--- config.mk ---
export PLATFORM = sky130hd
export DESIGN_NAME = led_front
export DESIGN_NICKNAME = d
export VERILOG_FILES = /design/src/rtl/core/led_pkg.sv /design/src/rtl/core/led_front.sv
export SDC_FILE = /design/constraint.sdc
export NUM_CORES = 1
export LEC_CHECK = 0
export BUFFER_PORTS_ARGS = -buffer_cell sky130_fd_sc_hd__buf_2
export CORE_MARGIN = 1
export CORE_UTILIZATION = 25
export DETAILED_ROUTE_END_ITERATION = 7
export PLACE_DENSITY = 0.49
export SLEW_MARGIN = 10
export SYNTH_ARGS = -nofsm -noshare
export SYNTH_HDL_FRONTEND = slang
export SYNTH_SLANG_ARGS = --single-unit
--- constraint.sdc ---
create_clock -name clk_i -period 4.9 [get_ports clk_i]
set_clock_uncertainty 0.15 [all_clocks]
set_input_delay 0.98 -clock clk_i [delete_from_list [all_inputs] [get_ports clk_i]]
set_output_delay 0.98 -clock clk_i [all_outputs]
set_load 0.1 [all_outputs]
--- src/rtl/core/led_pkg.sv ---
// Package for the line editor with history: sizes, key codes, queue entry type, sequencer states.
// No dependencies.
package led_pkg;
  localparam int LineCap = 64;
  localparam int RingDepth = 8;
  localparam int PosW = $clog2(LineCap + 1);
  localparam int IdxW = $clog2(LineCap);
  localparam int SlotW = $clog2(RingDepth);
  localparam int HistW = SlotW + IdxW;

  typedef enum logic [3:0] {
    KeyChar = 4'd0, KeyHome = 4'd1, KeyEnd = 4'd2, KeyLeft = 4'd3, KeyRight = 4'd4,
    KeyFind = 4'd5, KeySwap = 4'd6, KeyDelUnder = 4'd7, KeyDelLeft = 4'd8,
    KeyKill = 4'd9, KeyUp = 4'd10, KeyDown = 4'd11, KeyEnter = 4'd12, KeyOther = 4'd13
  } key_e;

  typedef struct packed {
    logic [3:0] key;
    logic [7:0] ch;
  } item_t;

  typedef enum logic [4:0] {
    StIdle, StDispatch, StInsRd, StInsWr, StInsPut, StDelRd, StDelWr,
    StSwapRdA, StSwapRdB, StSwapWrA, StSwapWrB, StFindRd, StFindChk,
    StLoadRd, StLoadWr, StCmpRd, StCmpChk, StEmitRd, StEmitOut, StEmitEmpty,
    StStatus
  } state_e;
endpackage

--- src/rtl/core/led_front.sv ---
// Front part: accepts key events into a two-entry queue toward the back part.
// Depends on led_pkg.
module led_front import led_pkg::*; (
  input  logic       clk_i,
  input  logic       rst_ni,
  input  logic       in_valid_i,
  output logic       in_ready_o,
  input  logic [3:0] key_cmd_i,
  input  logic [7:0] char_in_i,
  output logic       q_valid_o,
  output item_t      q_item_o,
  input  logic       q_pop_i
);
  item_t      buf_q [2];
  logic       rd_q, wr_q;
  logic [1:0] cnt_q;
  logic       push;
  item_t      in_item;

  assign in_item.key = (key_cmd_i > 4'd13) ? 4'(KeyOther) : key_cmd_i;
  assign in_item.ch  = char_in_i;
  assign in_ready_o  = cnt_q != 2'd2;
  assign push        = in_valid_i && in_ready_o;
  assign q_valid_o   = cnt_q != 2'd0;
  assign q_item_o    = buf_q[rd_q];

  always_ff @(posedge clk_i) begin
    if (push) buf_q[wr_q] <= in_item;
  end

  always_ff @(posedge clk_i or negedge rst_ni) begin
    if (!rst_ni) begin
      rd_q <= 1'b0; wr_q <= 1'b0; cnt_q <= 2'd0;
    end else begin
      if (push) wr_q <= ~wr_q;
      if (q_pop_i) rd_q <= ~rd_q;
      cnt_q <= cnt_q + 2'(push) - 2'(q_pop_i);
    end
  end
endmodule

==> impl_metrics.tcl, run 1 <==
set metrics [dict create \
    ctsHoldBuffers 0 \
    finalHoldWorstSlack_ps 347 \
    cts_buffers 3 \
    worst_pin_slew_ps 1070 \
    grt_max_degree 16 \
    synth-async-reset-ratio_pct 14.3 \
    drtAntennaViolNets 0 \
    required_ps 3770 \
    io_pins 30 \
    viasPerCell 4.34 \
    syn_nets 75 \
    cts-root-buf "clkbuf_8" \
    synth_edf_count 24 \
    overflow 0 \
    first_global_vias 641 \
    ys_seq_area_share_pct 75.1 \
    crit_type "reg2out" \
    area_delta_synth_final_pct 21.8 \
    avgRoutedWirePerCell_um 13.5 \
    clock-sinks 28 \
    cp_max_fo 13 \
    drc 0 \
    relSlewSlack_pct 28.6 \
    antenna_cells 0 \
    clockBufferDepth 2 \
    critPathBufInv 1 \
    post_cts_buffers 0 \
    yosys_warnings 0 \
    cts_resized 0 \
    cp_top_family "flip-flops" \
    nFillCells 424 \
    synth_cell_type_count 19 \
    syn_inst 58 \
    die_y_um 68.1 \
    cap_violations 0 \
    max_stage_delay_ps 720 \
    rsz0062_at_grt "false" \
    antenna_found_initial 0 \
    fin_crit_ps 2830 \
    timing.final.ws_setup_ps 2070 \
    dieWidth_um 68.1 \
    drt_iter0_drc 6 \
    syn_area_per_cell_sq_um 18.8 \
    start_util_pct 26.7 \
    maxSlewViolCount 0 \
    syn-cell-area_sq_um 1090 \
    htreeDepth 1 \
    design.core.area_sq_um 4090 \
    die-area_sq_um 4640 \
    postLayoutCellArea_sq_um 1330 \
    synth_area_leaders "edfxtp_1 (66%), mux2_1 (9.3%), dfrtp_1 (9.2%)" \
    worstSetupEndpointType "output pin" \
    crit_path_cell_trace "mux2_2 -> buf_2" \
    finalWeightedCongestion 0.653 \
    arrival_ps 1700 \
    post-synth-top-area-fraction_pct 66.0 \
    synth_most_common_cell "edfxtp_1" \
    hold_path_class "in2async" \
    cts_tree "done" \
    dp_slack_ps 2260 \
    final_nets 106 \
    port_buffers 29 \
    post-route-period-util_pct 57.8 \
    clk_latency_ps 270 \
    first_pass_iters 2 \
    crit_path_start_kind "register" \
    routed_wl_um 1860 \
    row_count 23 \
    vias 599 \
    clk_pin_slew_ps 90 \
    fmaxAchievable_mhz 353 \
    status "finished clean" \
    dp_hpwl_um 1330 \
    synthFlopType "edfxtp_1" \
    placed_cell_area_sq_um 1280 \
    setup_viol 0 \
    grt_pass1_wl_um 2880 \
    track_usage_pct 8.79 \
    synth_top_cell_by_area "edfxtp_1" \
    drive_above_1_share_pct 44.3 \
    critPathSlowestCell "dfrtp_1" \
    synthTopCellsByCount "edfxtp_1 (24), mux2_1 (9), dfrtp_1 (4)" \
    tns_ps 0 \
    hold_violations 0 \
    ys_ff_latch 28 \
]
-- cell families after synthesis --
family / after synthesis / synth area share [%]
compound gates: 4 / 3.21
simple gates: 6 / 3.55
xor+xnor: 4 / 3.21
flops: 28 / 75.1
fa+ha+maj: 1 / 1.15
buf+inv: 3 / 1.38
mux: 12 / 12.4
-- placed cells by master (no fill, tap or decap), types with 3 or more instances in the layout --
cell type | netlist | routed
edfxtp_1 | 24 | 24
mux2_1 | 9 | 9
mux2_2 | 3 | 3
dfrtp_1 | 4 | 4
buf_2 | 0 | 29
xnor2_1 | 3 | 3
clkbuf_8 | 0 | 3
-- final timing paths --
path / start / to / slack (ps) / cells after the start
max: rd_q / q_item_o[9] / 2070 / 2
min in group clk_i: wr_q / wr_q / 350 / 1
max in group asynchronous: rst_ni / rd_q / 4130 / 1
min: rst_ni / cnt_q[0] / 350 / 1
max reg2reg: cnt_q[0] / buf_q[0][10] / 2880 / 3
min reg2reg: wr_q / wr_q / 350 / 1
-- flip-flops by register name, indices dropped and copies added (netlist names) --
name and flops:
buf_q 24, cnt_q 2, rd_q 1, wr_q 1
-- per-layer routing --
metal	up-vias	global-route usage (%)	routed length, um
li1	274	-	-
met1	304	9.43	745
met2	17	15.7	1010
met3	4	2.17	81
met4	0	4.69	25
met5	-	0	0
-- per-stage QoR --
stage / utilization, % / std cells
finish: 32.5 / 138
global route: 32.5 / 138
CTS: 32.5 / 138
detailed placement: 31.4 / 134
global placement: 31.4 / 134
floorplan: - / 58
-- worst reg2reg max path: stages, from the launching register on --
cell      delay [ps]
dfrtp_1          390
nand2b_1         160
nand2_1          120
nor2_1           820
-- layout make-up --
cell class                 instances  area, sq um  share of cell area (%)
clock buffer                       4         45.0                    3.39
multi-input combinational         27          256                    19.3
timing repair buffer              29          145                    10.9
tap                               50         62.6                    4.70
sequential                        28          821                    61.7
Power of run 1 is not shown: default switching activity piles up to over one toggle a cycle in this logic, so the estimate is an artifact.
==> inputs of run 2 (changes only) <==
--- a/config.mk
+++ b/config.mk
@@ -5,6 +5,7 @@
 export SDC_FILE = /design/constraint.sdc
 export NUM_CORES = 1
 export LEC_CHECK = 0
+export ABC_AREA = 1
 export BUFFER_PORTS_ARGS = -buffer_cell sky130_fd_sc_hd__buf_2
 export CORE_MARGIN = 1
 export CORE_UTILIZATION = 25
==> constraint.sdc (replaced) <==
create_clock -name clk_i -period 2.9 [get_ports clk_i]
set_clock_uncertainty 0.15 [all_clocks]
set_input_delay 0.58 -clock clk_i [delete_from_list [all_inputs] [get_ports clk_i]]
set_output_delay 0.58 -clock clk_i [all_outputs]
set_load 0.1 [all_outputs]
==> run 2 against run 1 <==
Cell area increased by 6.7%. Worst hold slack worse by 4.6 ps. Wire length increased by 5.8%. Synthesized cell count increased by 17%. Register-to-register slack got worse by 1800 ps. Core utilization is essentially flat. Setup slack lost 1700 ps. Cell count grew 11%. Via count up 8.2%. Count of clock-buffer cells in the layout decreased by 1. Critical path depth unchanged. Critical path type unchanged.
==> impl_metrics.tcl, run 2 <==
set metrics [dict create \
    viasPerCell 4.24 \
    synth_cell_type_count 16 \
    fmaxAchievable_mhz 393 \
    synthTopCellsByCount "edfxtp_1 (24), nand2_1 (10), mux2_4 (9)" \
    drtAntennaViolNets 0 \
    layoutNonFillerInstCount 153 \
    hold_path_class "in2reg" \
    synth_area_leaders "edfxtp_1 (64%), mux2_4 (12%), dfrtp_1 (8.8%)" \
    synth_top_cell_by_area "edfxtp_1" \
    regMostFlops "buf_q" \
    ys_ff_latch 28 \
    overflow 0 \
    setup_viol 0 \
    nFillCells 436 \
    critPathSlowestCell "dfrtp_1" \
    antenna_found_initial 0 \
    dieWidth_um 69.3 \
    cp_max_fo 13 \
    multi_input_area_sq_um 273 \
    clk_latency_ps 270 \
    clockBufferDepth 2 \
    register_area_sq_um 821 \
    first_pass_iters 4 \
    synthFlopType "edfxtp_1" \
    crit_type "reg2out" \
    cap_violations 0 \
    ys_seq_area_share_pct 72.6 \
    die_y_um 69.3 \
    die-area_sq_um 4800 \
    synth-async-reset-ratio_pct 14.3 \
    critPathBufInv 1 \
    maxSlewViolCount 0 \
    reg_top3 "buf_q: 24 flops, cnt_q: 2 flops" \
    max_stage_delay_ps 830 \
    design.core.area_sq_um 4350 \
    area_delta_synth_final_pct 25.4 \
    syn_inst 68 \
    yosys_warnings 0 \
    clk_pin_slew_ps 90 \
    synth_most_common_cell "edfxtp_1" \
    track_usage_pct 9.20 \
    worst_pin_slew_ps 733 \
    crit_cells 2 \
    cp_top_family "flip-flops" \
    drc 0 \
    syn_area_per_cell_sq_um 16.6 \
    routed_wl_um 1970 \
    crit_path_start_kind "register" \
    rsz0062_at_grt "false" \
    worstSetupEndpointType "output pin" \
    r2r_cells 5 \
    start_util_pct 26.0 \
    dp_hpwl_um 1480 \
    vias 648 \
    grt_pass1_wl_um 3300 \
    io_pins 30 \
    whs_path_depth 1 \
    htreeDepth 1 \
    drive_above_1_share_pct 47.5 \
    synth_edf_count 24 \
    dp.cells 148 \
    post_cts_buffers 0 \
    tns_ps 0 \
    syn-cell-area_sq_um 1130 \
    finalWeightedCongestion 0.677 \
    cts-root-buf "clkbuf_8" \
    hold_violations 0 \
    final_nets 119 \
    clock-sinks 28 \
    drt_iter0_drc 34 \
    largest_register_ffs 24 \
    syn_nets 85 \
    cts_buffers 3 \
    final_cell_mix "buf_2 (29), edfxtp_1 (24), nand2_1 (10)" \
    cts_tree "done" \
    crit_path_cell_trace "mux2_2 -> buf_2" \
    relSlewSlack_pct 51.1 \
    port_buffers 29 \
    grt_max_degree 17 \
    post-route-period-util_pct 87.7 \
    row_count 24 \
    layout_commonest_cell "buf_2" \
    antenna_cells 0 \
    first_global_vias 702 \
    avgRoutedWirePerCell_um 12.9 \
    arrival_ps 1810 \
    fin_crit_ps 2540 \
    post-synth-top-area-fraction_pct 63.7 \
    status "finished clean" \
    required_ps 2170 \
]
## run 2: changes by cell type in the layout (fill, tap and decap cells not counted), sizes merged, moves of 2 or more
cell | previous run | this run
buf | 29 | 31
inv | 0 | 5
nand2 | 1 | 10
nor2 | 1 | 3
xnor2 | 3 | 0
## run 2: metal layers
metal	vias to the layer above	share of wire [%]	routed length (um)	track usage [%]
met3	5	4.5	89	1.60
met4	0	2.6	52	5.44
met2	23	53	1040	16.0
met1	315	40	787	10.5
met5	-	0	0	0
li1	305	-	-	-
## run 2: logic make-up (layout without fill, tap and decap cells)
| logic type | after synthesis | after routing | share of synthesized area (%) |
|---|---|---|---|
| flops | 28 | 28 | 72.6 |
| buf+inv | 8 | 41 | 3.32 |
| simple gates | 15 | 15 | 5.42 |
| mux | 12 | 12 | 14.9 |
| xor+xnor | 1 | 1 | 0.774 |
| fa+ha+maj | 1 | 1 | 1.11 |
| compound gates | 3 | 3 | 1.88 |
## run 2: per-stage QoR
stage | hold slack, ps | setup WS (ps) | utilization [%] | area, sq um
2_1_floorplan | 134 | 447 | - | 1130
6_report | 343 | 357 | 32.6 | 1420
4_1_cts | 338 | 324 | 32.6 | 1420
5_1_grt | 334 | 258 | 32.6 | 1420
3_5_place_dp | 242 | 642 | 30.7 | 1340
3_3_place_gp | 239 | 653 | 30.7 | 1340
## run 2: timing repair
item | CTS | global route
gates resized for setup | 0 | 0
endpoints found under the hold margin | 4 | 0
hold buffers | 1 | 0
## run 2: final timing paths
| kind | start | end | slack (ps) |
|---|---|---|---|
| max | rd_q | q_item_o[10] | 360 |
| min | char_in_i[3] | buf_q[1][3] | 340 |
| max reg2reg | cnt_q[0] | buf_q[1][0] | 1060 |
| min reg2reg | cnt_q[0] | cnt_q[0] | 370 |
| max in group asynchronous | rst_ni | cnt_q[1] | 1990 |
| min in group asynchronous | rst_ni | wr_q | 490 |
## run 2: final cells by class
type                       instances  share of cell area [%]
clock buffer                       3                    2.91
clock inverter                     1                    2.12
sequential                        28                    57.8
inverter                           5                    1.32
multi-input combinational         32                    19.2
timing repair buffer              32                    12.0
tap                               52                    4.59
Power of run 2 is left out for the same reason.
